`src/sv/trle_pkg.sv`:
```
// trle_pkg: sizes, emit selects and controller/datapath command and status types
// for the threshold run-length row encoder
// no dependencies
`default_nettype none

package trle_pkg;

  // row buffer sizing
  localparam int ROW_BYTES = 32;
  localparam int LIT_W     = $clog2(ROW_BYTES + 1);
  localparam int ADDR_W    = $clog2(ROW_BYTES);

  localparam int THR_W = 7;
  localparam logic [THR_W-1:0] THR_RESET = 7'd8;

  // what the datapath puts into the pending output slot
  localparam logic [1:0] SEL_RAW_HDR = 2'd0;
  localparam logic [1:0] SEL_RUN_HDR = 2'd1;
  localparam logic [1:0] SEL_RUN_VAL = 2'd2;
  localparam logic [1:0] SEL_LIT     = 2'd3;

  typedef struct packed {
    logic       load_in;
    logic       emit;
    logic [1:0] emit_sel;
    logic       rd_start;
    logic       append;
    logic       run_clear;
    logic       lit_clear;
    logic       run_inc;
    logic       run_start;
    logic       row_clear;
    logic       fin;
  } cmd_t;

  typedef struct packed {
    logic full;
    logic run_zero;
    logic run_one;
    logic run_meets;
    logic lit_zero;
    logic lit_last;
    logic match;
    logic row_end;
    logic stall;
  } sts_t;

endpackage

`default_nettype wire

```
`src/sv/trle_if.sv`:
```
// trle_if: valid/ready channel interfaces for input items, result items and
// the threshold write port; no dependencies
`default_nettype none

interface trle_in_if;
  logic       valid;
  logic       ready;
  logic [7:0] data_byte;
  logic       row_end;
  modport source (output valid, output data_byte, output row_end, input ready);
  modport sink (input valid, input data_byte, input row_end, output ready);
endinterface

interface trle_out_if;
  logic       valid;
  logic       ready;
  logic [7:0] out_byte;
  logic       last_of_burst;
  logic       row_done;
  modport source (output valid, output out_byte, output last_of_burst, output row_done,
                  input ready);
  modport sink (input valid, input out_byte, input last_of_burst, input row_done,
                output ready);
endinterface

interface trle_cfg_if;
  logic       valid;
  logic       ready;
  logic [6:0] run_threshold;
  modport source (output valid, output run_threshold, input ready);
  modport sink (input valid, input run_threshold, output ready);
endinterface

`default_nettype wire

```
`src/sv/trle_dp.sv`:
```
// trle_dp: datapath of the encoder - run/literal state, literal buffer memory,
// pending byte slot and output register; uses trle_pkg
`default_nettype none

module trle_dp (
  input  wire                  clk,
  input  wire                  rst_n,
  input  trle_pkg::cmd_t       cmd,
  output trle_pkg::sts_t       sts,
  input  wire  [7:0]           in_data_byte,
  input  wire                  in_row_end,
  input  wire                  cfg_valid,
  input  wire  [6:0]           cfg_run_threshold,
  output logic                 out_valid,
  input  wire                  out_ready,
  output logic [7:0]           out_byte,
  output logic                 out_last_of_burst,
  output logic                 out_row_done
);

  localparam int LW = trle_pkg::LIT_W;
  localparam int AW = trle_pkg::ADDR_W;

  logic [7:0]    mem [trle_pkg::ROW_BYTES];
  logic [7:0]    rd_data_r;
  logic [AW-1:0] rd_addr;
  logic          rd_en;
  logic          wr_en;

  logic [7:0]    b_r;
  logic          e_r;
  logic [7:0]    rv_r, rv_nxt;
  logic [LW-1:0] run_r, run_nxt;
  logic [LW-1:0] lit_r, lit_nxt;
  logic [LW-1:0] idx_r, idx_nxt;
  logic [LW-1:0] idx_inc;
  logic [LW:0]   held_sum;
  logic [6:0]    thr_r;

  logic          pend_valid_r, pend_valid_nxt;
  logic [7:0]    pend_byte_r, pend_byte_nxt;
  logic          out_valid_r, out_valid_nxt;
  logic [7:0]    out_byte_r;
  logic          out_last_r;
  logic          out_done_r;
  logic          push;
  logic [7:0]    emit_byte;
  logic [LW-1:0] lit_m1;
  logic [LW-1:0] run_m1;

  assign idx_inc  = idx_r + LW'(1);
  assign held_sum = {1'b0, lit_r} + {1'b0, run_r};
  assign lit_m1   = lit_r - LW'(1);
  assign run_m1   = run_r - LW'(1);

  // status back to the controller
  always_comb begin
    sts.full      = held_sum >= (LW+1)'(trle_pkg::ROW_BYTES);
    sts.run_zero  = run_r == '0;
    sts.run_one   = run_r == LW'(1);
    sts.run_meets = 7'(run_r) >= thr_r;
    sts.lit_zero  = lit_r == '0;
    sts.lit_last  = idx_inc == lit_r;
    sts.match     = (run_r != '0) && (b_r == rv_r);
    sts.row_end   = e_r;
    sts.stall     = pend_valid_r && out_valid_r && !out_ready;
  end

  always_comb begin
    case (cmd.emit_sel)
      trle_pkg::SEL_RAW_HDR: emit_byte = {1'b0, 7'(lit_m1)};
      trle_pkg::SEL_RUN_HDR: emit_byte = {1'b1, 7'(run_m1)};
      trle_pkg::SEL_RUN_VAL: emit_byte = rv_r;
      trle_pkg::SEL_LIT:     emit_byte = rd_data_r;
      default:               emit_byte = rd_data_r;
    endcase
  end

  // buffer ports
  assign wr_en   = cmd.append && (lit_r < LW'(trle_pkg::ROW_BYTES));
  assign rd_en   = cmd.rd_start || (cmd.emit && (cmd.emit_sel == trle_pkg::SEL_LIT));
  assign rd_addr = cmd.rd_start ? '0 : idx_inc[AW-1:0];

  always_ff @(posedge clk) begin
    if (wr_en) begin
      mem[lit_r[AW-1:0]] <= rv_r;
    end
    if (rd_en) begin
      rd_data_r <= mem[rd_addr];
    end
  end

  // run / literal bookkeeping
  always_comb begin
    rv_nxt  = rv_r;
    run_nxt = run_r;
    lit_nxt = lit_r;
    idx_nxt = idx_r;
    if (cmd.append) begin
      run_nxt = run_m1;
      if (wr_en) begin
        lit_nxt = lit_r + LW'(1);
      end
    end
    if (cmd.run_inc) begin
      run_nxt = run_r + LW'(1);
    end
    if (cmd.run_start) begin
      rv_nxt  = b_r;
      run_nxt = LW'(1);
    end
    if (cmd.run_clear) begin
      run_nxt = '0;
    end
    if (cmd.rd_start) begin
      idx_nxt = '0;
    end
    if (cmd.emit && (cmd.emit_sel == trle_pkg::SEL_LIT)) begin
      idx_nxt = idx_inc;
      if (sts.lit_last) begin
        lit_nxt = '0;
      end
    end
    if (cmd.lit_clear) begin
      lit_nxt = '0;
    end
    if (cmd.row_clear) begin
      rv_nxt  = '0;
      run_nxt = '0;
      lit_nxt = '0;
    end
  end

  // pending slot and output register: a byte is shown only once the next one
  // exists or the item ends, so its last flag is known
  assign push = (cmd.emit || cmd.fin) && pend_valid_r;

  always_comb begin
    pend_valid_nxt = pend_valid_r;
    pend_byte_nxt  = pend_byte_r;
    out_valid_nxt  = out_valid_r;
    if (push) begin
      out_valid_nxt = 1'b1;
    end else if (out_ready) begin
      out_valid_nxt = 1'b0;
    end
    if (cmd.emit) begin
      pend_valid_nxt = 1'b1;
      pend_byte_nxt  = emit_byte;
    end
    if (cmd.fin) begin
      pend_valid_nxt = 1'b0;
    end
  end

  always_ff @(posedge clk) begin
    if (!rst_n) begin
      rv_r         <= '0;
      run_r        <= '0;
      lit_r        <= '0;
      idx_r        <= '0;
      thr_r        <= trle_pkg::THR_RESET;
      pend_valid_r <= 1'b0;
      out_valid_r  <= 1'b0;
    end else begin
      rv_r         <= rv_nxt;
      run_r        <= run_nxt;
      lit_r        <= lit_nxt;
      idx_r        <= idx_nxt;
      pend_valid_r <= pend_valid_nxt;
      out_valid_r  <= out_valid_nxt;
      if (cfg_valid) begin
        thr_r <= cfg_run_threshold;
      end
    end
  end

  always_ff @(posedge clk) begin
    pend_byte_r <= pend_byte_nxt;
    if (cmd.load_in) begin
      b_r <= in_data_byte;
      e_r <= in_row_end;
    end
    if (push) begin
      out_byte_r <= pend_byte_r;
      out_last_r <= cmd.fin;
      out_done_r <= cmd.fin && e_r;
    end
  end

  assign out_valid         = out_valid_r;
  assign out_byte          = out_byte_r;
  assign out_last_of_burst = out_last_r;
  assign out_row_done      = out_done_r;

endmodule

`default_nettype wire

```
`src/sv/trle_ctrl.sv`:
```
// trle_ctrl: sequencer of the encoder - walks the pre-flush, run update and
// row-end flush of one item; uses trle_pkg
`default_nettype none

module trle_ctrl (
  input  wire            clk,
  input  wire            rst_n,
  input  wire            in_valid,
  output logic           in_ready,
  input  trle_pkg::sts_t sts,
  output trle_pkg::cmd_t cmd
);

  localparam logic [3:0] S_IDLE     = 4'd0;
  localparam logic [3:0] S_PRE      = 4'd1;
  localparam logic [3:0] S_CR       = 4'd2;
  localparam logic [3:0] S_APPEND   = 4'd3;
  localparam logic [3:0] S_FL       = 4'd4;
  localparam logic [3:0] S_FL_HDR   = 4'd5;
  localparam logic [3:0] S_FL_DATA  = 4'd6;
  localparam logic [3:0] S_RUN_HDR  = 4'd7;
  localparam logic [3:0] S_RUN_VAL  = 4'd8;
  localparam logic [3:0] S_STEP     = 4'd9;
  localparam logic [3:0] S_END      = 4'd10;
  localparam logic [3:0] S_FIN      = 4'd11;

  // which flush of the item is running
  localparam logic [1:0] PH_PRE  = 2'd0;
  localparam logic [1:0] PH_MAIN = 2'd1;
  localparam logic [1:0] PH_POST = 2'd2;

  logic [3:0] state_r, state_nxt;
  logic [1:0] phase_r, phase_nxt;
  logic       fl_run_r, fl_run_nxt;

  assign in_ready = state_r == S_IDLE;

  always_comb begin
    cmd        = '0;
    state_nxt  = state_r;
    phase_nxt  = phase_r;
    fl_run_nxt = fl_run_r;
    case (state_r)
      S_IDLE: begin
        if (in_valid) begin
          cmd.load_in = 1'b1;
          phase_nxt   = PH_PRE;
          state_nxt   = S_PRE;
        end
      end
      S_PRE: begin
        state_nxt = sts.full ? S_CR : S_STEP;
      end
      // close the open run
      S_CR: begin
        if (sts.run_zero) begin
          case (phase_r)
            PH_MAIN: begin
              cmd.run_start = 1'b1;
              state_nxt     = S_END;
            end
            default: begin
              fl_run_nxt = 1'b0;
              state_nxt  = S_FL;
            end
          endcase
        end else if (sts.run_meets) begin
          fl_run_nxt = 1'b1;
          state_nxt  = S_FL;
        end else begin
          state_nxt = S_APPEND;
        end
      end
      S_APPEND: begin
        cmd.append = 1'b1;
        if (sts.run_one) begin
          state_nxt = S_CR;
        end
      end
      // flush pending literals
      S_FL: begin
        if (sts.lit_zero) begin
          if (fl_run_r) begin
            state_nxt = S_RUN_HDR;
          end else begin
            case (phase_r)
              PH_POST: begin
                cmd.row_clear = 1'b1;
                state_nxt     = S_FIN;
              end
              default: state_nxt = S_STEP;
            endcase
          end
        end else begin
          cmd.rd_start = 1'b1;
          state_nxt    = S_FL_HDR;
        end
      end
      S_FL_HDR: begin
        if (!sts.stall) begin
          cmd.emit     = 1'b1;
          cmd.emit_sel = trle_pkg::SEL_RAW_HDR;
          state_nxt    = S_FL_DATA;
        end
      end
      S_FL_DATA: begin
        if (!sts.stall) begin
          cmd.emit     = 1'b1;
          cmd.emit_sel = trle_pkg::SEL_LIT;
          if (sts.lit_last) begin
            state_nxt = S_FL;
          end
        end
      end
      S_RUN_HDR: begin
        if (!sts.stall) begin
          cmd.emit     = 1'b1;
          cmd.emit_sel = trle_pkg::SEL_RUN_HDR;
          state_nxt    = S_RUN_VAL;
        end
      end
      S_RUN_VAL: begin
        if (!sts.stall) begin
          cmd.emit      = 1'b1;
          cmd.emit_sel  = trle_pkg::SEL_RUN_VAL;
          cmd.run_clear = 1'b1;
          state_nxt     = S_CR;
        end
      end
      S_STEP: begin
        phase_nxt = PH_MAIN;
        if (sts.match) begin
          cmd.run_inc = 1'b1;
          state_nxt   = S_END;
        end else begin
          state_nxt = S_CR;
        end
      end
      S_END: begin
        if (sts.row_end) begin
          phase_nxt = PH_POST;
          state_nxt = S_CR;
        end else begin
          state_nxt = S_FIN;
        end
      end
      S_FIN: begin
        if (!sts.stall) begin
          cmd.fin   = 1'b1;
          state_nxt = S_IDLE;
        end
      end
      default: state_nxt = S_IDLE;
    endcase
  end

  always_ff @(posedge clk) begin
    if (!rst_n) begin
      state_r  <= S_IDLE;
      phase_r  <= PH_PRE;
      fl_run_r <= 1'b0;
    end else begin
      state_r  <= state_nxt;
      phase_r  <= phase_nxt;
      fl_run_r <= fl_run_nxt;
    end
  end

endmodule

`default_nettype wire

```
`src/sv/threshold_run_length_row_encoder.sv`:
```
// threshold_run_length_row_encoder: top level, joins the sequencer and the datapath
// depends on trle_pkg, trle_if, trle_ctrl, trle_dp
//
//  channel   dir   handshake          payload
//  in_ch     in    valid / ready      data_byte[7:0], row_end
//  out_ch    out   valid / ready      out_byte[7:0], last_of_burst, row_done
//  cfg_ch    in    valid / ready      run_threshold[6:0] (ready always high)
//
// one item at a time: a byte either extends the open run, opens the first run, or
// closes a short run by folding its bytes into the literal buffer; raw and run
// flushes emit their header and data bytes in turn. rst_n is synchronous, active
// low, and clears run, literal count and threshold (back to 8); the buffer
// needs no clearing. a stalled out_ch holds the sequencer at its next emit, and a
// new item is taken while the last result waits
`default_nettype none

module threshold_run_length_row_encoder (
  input wire          clk,
  input wire          rst_n,
  trle_in_if.sink     in_ch,
  trle_out_if.source  out_ch,
  trle_cfg_if.sink    cfg_ch
);

  trle_pkg::cmd_t cmd;
  trle_pkg::sts_t sts;
  logic           cfg_fire;

  // threshold is taken whenever offered
  assign cfg_ch.ready = 1'b1;
  assign cfg_fire     = cfg_ch.valid;

  // sequencer: one item through pre-flush, run update and row-end flush
  trle_ctrl u_ctrl (
    .clk      (clk),
    .rst_n    (rst_n),
    .in_valid (in_ch.valid),
    .in_ready (in_ch.ready),
    .sts      (sts),
    .cmd      (cmd)
  );

  // state, literal buffer and output register
  trle_dp u_dp (
    .clk               (clk),
    .rst_n             (rst_n),
    .cmd               (cmd),
    .sts               (sts),
    .in_data_byte      (in_ch.data_byte),
    .in_row_end        (in_ch.row_end),
    .cfg_valid         (cfg_fire),
    .cfg_run_threshold (cfg_ch.run_threshold),
    .out_valid         (out_ch.valid),
    .out_ready         (out_ch.ready),
    .out_byte          (out_ch.out_byte),
    .out_last_of_burst (out_ch.last_of_burst),
    .out_row_done      (out_ch.row_done)
  );

endmodule

`default_nettype wire
```
`src/flat_wrapper.sv`:
```
// flat-port wrapper written by rule: the top's interface ports become plain ports
module threshold_run_length_row_encoder_flat 
  (clk, rst_n, in_ch_valid, in_ch_data_byte, in_ch_row_end, in_ch_ready, out_ch_valid, out_ch_out_byte, out_ch_last_of_burst, out_ch_row_done, out_ch_ready, cfg_ch_valid, cfg_ch_run_threshold, cfg_ch_ready);
  trle_in_if in_ch_i ();
  trle_out_if out_ch_i ();
  trle_cfg_if cfg_ch_i ();
  input wire clk;
  input wire rst_n;
  input wire logic [$bits(in_ch_i.valid)-1:0] in_ch_valid;
  input wire logic [$bits(in_ch_i.data_byte)-1:0] in_ch_data_byte;
  input wire logic [$bits(in_ch_i.row_end)-1:0] in_ch_row_end;
  output wire logic [$bits(in_ch_i.ready)-1:0] in_ch_ready;
  output wire logic [$bits(out_ch_i.valid)-1:0] out_ch_valid;
  output wire logic [$bits(out_ch_i.out_byte)-1:0] out_ch_out_byte;
  output wire logic [$bits(out_ch_i.last_of_burst)-1:0] out_ch_last_of_burst;
  output wire logic [$bits(out_ch_i.row_done)-1:0] out_ch_row_done;
  input wire logic [$bits(out_ch_i.ready)-1:0] out_ch_ready;
  input wire logic [$bits(cfg_ch_i.valid)-1:0] cfg_ch_valid;
  input wire logic [$bits(cfg_ch_i.run_threshold)-1:0] cfg_ch_run_threshold;
  output wire logic [$bits(cfg_ch_i.ready)-1:0] cfg_ch_ready;
  assign in_ch_i.valid = in_ch_valid;
  assign in_ch_i.data_byte = in_ch_data_byte;
  assign in_ch_i.row_end = in_ch_row_end;
  assign in_ch_ready = in_ch_i.ready;
  assign out_ch_valid = out_ch_i.valid;
  assign out_ch_out_byte = out_ch_i.out_byte;
  assign out_ch_last_of_burst = out_ch_i.last_of_burst;
  assign out_ch_row_done = out_ch_i.row_done;
  assign out_ch_i.ready = out_ch_ready;
  assign cfg_ch_i.valid = cfg_ch_valid;
  assign cfg_ch_i.run_threshold = cfg_ch_run_threshold;
  assign cfg_ch_ready = cfg_ch_i.ready;
  threshold_run_length_row_encoder u_core (.clk(clk), .rst_n(rst_n), .in_ch(in_ch_i), .out_ch(out_ch_i), .cfg_ch(cfg_ch_i));
endmodule
```
`config.mk`:
```
export PLATFORM = sky130hd
export DESIGN_NAME = threshold_run_length_row_encoder_flat
export DESIGN_NICKNAME = d
export VERILOG_FILES = /design/src/sv/trle_pkg.sv /design/src/sv/trle_if.sv /design/src/sv/trle_dp.sv /design/src/sv/trle_ctrl.sv /design/src/sv/threshold_run_length_row_encoder.sv /design/src/flat_wrapper.sv
export SDC_FILE = /design/constraint.sdc
export NUM_CORES = 1
export LEC_CHECK = 0
export BUFFER_PORTS_ARGS = -buffer_cell sky130_fd_sc_hd__buf_2
export CAP_MARGIN = 30
export CORE_UTILIZATION = 60
export CTS_BUF_LIST = sky130_fd_sc_hd__clkbuf_8
export DETAILED_ROUTE_END_ITERATION = 8
export PLACE_DENSITY = 0.88
export SLEW_MARGIN = 10
export SYNTH_ARGS = -nofsm -noshare
export SYNTH_HDL_FRONTEND = slang
export SYNTH_SLANG_ARGS = --single-unit
export TNS_END_PERCENT = 10
```
`constraint.sdc`:
```
create_clock -name clk -period 6.2 [get_ports clk]
set_input_delay 1.86 -clock clk [delete_from_list [all_inputs] [get_ports clk]]
set_output_delay 1.86 -clock clk [all_outputs]
set_load 0.005 [all_outputs]
```
After elaboration in Yosys (flattened, before gate mapping)
Memories as Yosys holds them, arrays and structs flattened. A register that Yosys moved wholly into a read port is not among the register bits.
Cells that the tools add are included.

storage, ports and cells
  bits in registers = 69
  memory bits (writable) = 256
  input port bits = 21
  output and inout bits = 13
  logic and storage cells = 146
  memories = 1

cells by class
  add/subtract/negate cells = 6
  order comparisons = 3
  eq/ne operators = 29
  mux-type cells = 61
  bitwise gates (word level) = 1
  reduce and logical (&&, ||, !) cells = 28

memory list
  memory           depth  bits a word  read ports  clocked after memory_dff  wr ports  line           source
  u_core.u_dp.mem  32     8            1           1                         1         trle_dp.sv:24  logic [7:0] mem [trle_pkg::ROW_BYTES];

operator list
  kind                   number
  $mux W4                15
  $mux W6                8
  $pmux W4 S12           1
  $pmux W8 S4            1
  $mux W1                25
  $add A6 B1 Y6 const B  3
  $eq A4 B3 Y1 const B   4
  $eq A4 B4 Y1 const B   4
  $ne A2 B2 Y1 const B   8
  $mux W3                5
  $logic_not A6 Y1       2
  $pmux W3 S4            1
  $sub A6 B1 Y6 const B  2
  $eq A4 B2 Y1 const B   2
  $eq A8 B8 Y1           1
  $reduce_and A8 Y1      1
  $reduce_bool A2 Y1     4
  $add A6 B6 Y7          1
  $ge A6 B7 Y1           1
  $ge A7 B6 Y1 const B   1
  $logic_and A1 B1 Y1    7
  $eq A2 B2 Y1 const B   3
  $eq A6 B1 Y1 const B   1
  $eq A6 B6 Y1           1
  18 further kinds       26

Longest topological paths before layout
  depth in word-level cells = 7
  depth in mapped cells = 11
  depth with buffers taken out = 8

Modules after synthesis
From an unflattened synthesis, not the netlist that was laid out.

second synthesis, totals
  cells, all modules = 1035
  area, all modules = 14592.7 um2

modules (own cells, without submodules)
  module                            instances  cells each  area each (um2)  seq. area each (um2)
  trle_dp                           1          928         13805.7          9439.1
  trle_ctrl                         1          105         775.7            140.1
  threshold_run_length_row_encoder  1          2           11.3             0.0

Worst setup path before layout
No wires, ideal clock.

  kind = input to register
  start point = in out_ch_ready
  end point = reg u_core.u_dp.out_byte_r[0], in the netlist u_core.u_dp.out_byte[0] (enable)
  arrival time = 2.807 ns
  path slack = 2.998 ns
  stages on the path = 2
  cells stage by stage = nor2b_1 > nor3b_1

between the ends
  cells in the longest elaborated chain, start to end = 6
  elaborated cells on any way between the ends = 11
  those cells by class = 7 x mux; 4 x reduce/logical

ends and longest elaborated chain
  item                                           line                source
  start: declaration                             flat_wrapper.sv:17  input wire logic [$bits(out_ch_i.ready)-1:0] out_ch_ready;
  $logic_not A1 Y1 (*)                           trle_dp.sv:66       sts.stall = pend_valid_r && out_valid_r && !out_ready;
  $logic_and A1 B1 Y1 (*)                        trle_dp.sv:66
  $mux W3, or another cell as far along          trle_ctrl.sv:123    if (!sts.stall) begin
  $pmux W3 S4 / $mux W1 (equally long branches)  trle_ctrl.sv:43     case (state_r)
  $logic_or A1 B1 Y1 (*)                         trle_dp.sv:136      assign push = (cmd.emit || cmd.fin) && pend_valid_r;
  $logic_and A1 B1 Y1 (*)                        trle_dp.sv:136
  end signal: assignment                         trle_dp.sv:185      out_byte_r <= pend_byte_r;
  end: declaration                               trle_dp.sv:43       logic [7:0] out_byte_r;

Mark *: on every way between the ends. The rest lies on a longest branch, timed or not.
A chain may end at the register's enable or synchronous reset.

Worst setup path after layout
  start point = reg u_core.u_ctrl.state_r[0]
  end point = out in_ch_ready

between the ends
  cells in the longest elaborated chain, start to end = 1

ends and longest elaborated chain
  item                      line                source
  start: declaration        trle_ctrl.sv:32     logic [3:0] state_r, state_nxt;
  start signal: assignment  trle_ctrl.sv:163    state_r <= state_nxt;
  $logic_not A4 Y1          trle_ctrl.sv:36     assign in_ready = state_r == S_IDLE;
  end: declaration          flat_wrapper.sv:12  output wire logic [$bits(in_ch_i.ready)-1:0] in_ch_ready;

No other way between the ends.

==> impl_metrics.tcl <==
set metrics [dict create \
    muxShareOfSynthArea_pct 6.38 \
    start_util_pct 61.1 \
    wl_met3_um 3160 \
    layout_commonest_cell "edfxtp_1" \
    finalPower_w 0.00438 \
    synth-simple-area-share_pct 10.7 \
    rsz0062_at_grt "false" \
    vdd_drop_max_mv 0.207 \
    ff_latch_area_um2 9580 \
    synthTopCellsByArea "edfxtp_1 (61%), dfxtp_1 (5.9%), mux4_2 (3.8%)" \
    setup_viol_count_final 0 \
    fin_area_um2 15700 \
    holdPathStages 0 \
    yosysSeqAreaShare_pct 66.9 \
    first_global_vias 8975 \
    finClkSkew_ps 14.1 \
    root_buffer "clkbuf_8" \
    utilization_pct 67.0 \
    track_usage_pct 26.8 \
    topRoutingLayerUsed "met4" \
    worst_setup_path_start_kind "flop" \
    synth_cells 1072 \
    drive_gt1_share_pct 13.0 \
    cp_max_fo 28 \
    synth_top_cell_area_share_pct 61.1 \
    fill_cells 1574 \
    wl_per_cell_um 21.7 \
    syn2layout_area_growth_pct 9.56 \
    place_hpwl_um 19800 \
    num_vias 9241 \
    multi_input_area_um2 4390 \
    overflow 0 \
    die_area_um2 24500 \
    p_per_area_nw_per_um2 279 \
    cts_tree "built" \
    diodes 0 \
    synthAdderAreaFrac_pct 1.98 \
    max_clock_freq_mhz 267 \
    hold_viol_final 0 \
    slew_violations 0 \
    post_cts_buffers 0 \
    min_path_type "reg2reg" \
    clk_latency_ps 590 \
    gp_congestion 0.982 \
    wl_met1_um 12300 \
    fin_nets 1152 \
    drt-total-wl_um 31900 \
    cts_resized 0 \
    ys_types 66 \
    ys.flop_type "edfxtp_1" \
    ys_ff_latch 333 \
    post-route-min-period_ps 3740 \
    outcome "completed" \
    slew_headroom_pct 45.0 \
    io_buffers 32 \
    synth-xor-area-share_pct 2.24 \
    drc_errors 0 \
    setup_tns_ps 0 \
    path_class "reg2out" \
    worstPathArrival_ps 1880 \
    drtIter0Drc 1250 \
    maxCapViolCount 0 \
    synth_nets 1115 \
    placed_area_um2 14800 \
    endpoint_kind "output port" \
    p_leak_nw 5.69 \
    syn_area_um2 14300 \
    core_area_um2 23400 \
    ant_nets 0 \
    clk_pin_slew_ps 60 \
    tightest_slew_ps 826 \
    required_ps 4340 \
    synth_top_cell_by_area "edfxtp_1" \
    async_flop_share_pct 0 \
    grt_pass1_wl_um 49000 \
    synth-compound-area-share_pct 9.21 \
    num_rows 56 \
    antenna_found_initial 0 \
    r2r_cells 4 \
    cts_buffer_depth 3 \
    final_cell_mix "edfxtp_1 (291), nand2_1 (133), nor2_1 (89)" \
    fp.dieW_um 156 \
    hold_buffers 0 \
    period_share_pct 60.3 \
    dr.pass1.iters 8 \
    ios 34 \
    synth_top_family_by_area "simple AND/OR/NAND/NOR gates" \
    route.met2.wl_um 15100 \
    h-tree-depth 2 \
    yosysWarnings 0 \
    synth_edf_count 291 \
    synth.avg_cell_area_um2 13.3 \
    cts_buffers 51 \
    routed_via_density 6.29 \
    die_h_um 156 \
    grt_max_degree 58 \
    cts.sinks 333 \
]
==> state kept, by name (all words and copies together), names as in the netlist <==
| name | flops |
|---|---|
| u_core.u_dp.e_r | 1 |
| u_core.u_dp.rv_r | 8 |
| u_core.u_dp.pend_valid_r | 1 |
| u_core.u_dp.rd_data_r | 8 |
| u_core.u_dp.out_last_of_burst | 1 |
| u_core.u_ctrl.state_r | 4 |
| u_core.u_dp.out_byte | 8 |
| u_core.u_dp.thr_r | 7 |
| u_core.u_dp.idx_r | 6 |
| u_core.u_ctrl.fl_run_r | 1 |
| u_core.u_dp.run_r | 6 |
| u_core.u_dp.mem | 256 |
| u_core.u_dp.lit_r | 6 |
| u_core.u_dp.out_row_done | 1 |
| u_core.u_dp.pend_byte_r | 8 |
| u_core.u_dp.b_r | 8 |
| u_core.u_ctrl.phase_r | 2 |
| u_core.u_dp.out_valid | 1 |
==> per-layer routing <==
layer,vias up,GRT usage [%]
met5,-,0
met2,568,43.3
met3,116,4.90
met1,4426,35.2
li1,4131,-
met4,0,13.4
==> synthesized netlist by cell type, types with 6 or more instances <==
library cell / count
a311o_1: 8
ha_1: 21
buf_2: 12
nor2b_1: 7
nand3_1: 25
a221oi_1: 8
buf_1: 9
nand2_1: 133
a21oi_1: 41
nor2_1: 89
a211o_1: 8
nor3_1: 22
xor2_1: 17
nand2b_1: 8
dfxtp_1: 42
a32oi_1: 16
a31oi_1: 28
mux2i_1: 35
mux4_2: 24
and2_1: 6
nand3b_1: 8
clkbuf_1: 40
inv_1: 19
o211ai_1: 16
edfxtp_1: 291
xnor2_1: 17
o21ai_0: 44
==> kinds of logic (layout without fill, tap and decap cells) <==
group                    Yosys count  in the layout
AND/OR/NAND/NOR                  334            334
flip-flops                       333            333
AO/OA/AOI/OAI                    199            199
buffers and inverters             87            164
multiplexers                      61             61
XOR/XNOR                          35             35
adder cells (fa/ha/maj)           22             22
other                              1              1
==> where the power goes <==
part / leakage [nW] / internal [W] / switching [W]
sequential: 3.42 / 0.00246 / 0.0000341
combinational: 1.73 / 0.0000931 / 0.000157
clock: 0.543 / 0.000825 / 0.000815
==> critical path, cell delays in order (launching register included) <==
cell and delay (ps):
dfxtp_1 300, buf_4 220, nor2_1 350, nand2_1 160
nor2_1 130, buf_2 130
==> cell type report <==
type	instances	share of cell area, %
flip-flops and latches	333	61.1
multi-input cells	652	28.0
clock buffers	52	4.57
well taps	319	2.55
repair buffers	51	2.00
clock inverters	41	1.30
inverters	20	0.479
==> stage by stage <==
step | hold slack, ps | std cells | worst slack, ps
floorplan | 400 | 1072 | 3000
global placement | 404 | 1374 | 2860
detailed placement | 405 | 1375 | 2730
CTS | 419 | 1468 | 2460
global route | 425 | 1468 | 2280
finish | 418 | 1468 | 2460
==> path summary, 6_finish.rpt <==
path         slack, ps                                   from                                end
max               2460  u_core.u_ctrl.state_r[0]$_SDFFE_PN0P_                        in_ch_ready
min                420   u_core.u_dp.pend_byte_r[4]$_DFFE_PP_  u_core.u_dp.out_byte[4]$_DFFE_PP_
max reg2reg       2890  u_core.u_ctrl.state_r[1]$_SDFFE_PN0P_   u_core.u_dp.mem[19][5]$_DFFE_PP_
min reg2reg        420   u_core.u_dp.pend_byte_r[4]$_DFFE_PP_  u_core.u_dp.out_byte[4]$_DFFE_PP_
Note: power is estimated with default switching activity, not from simulation.
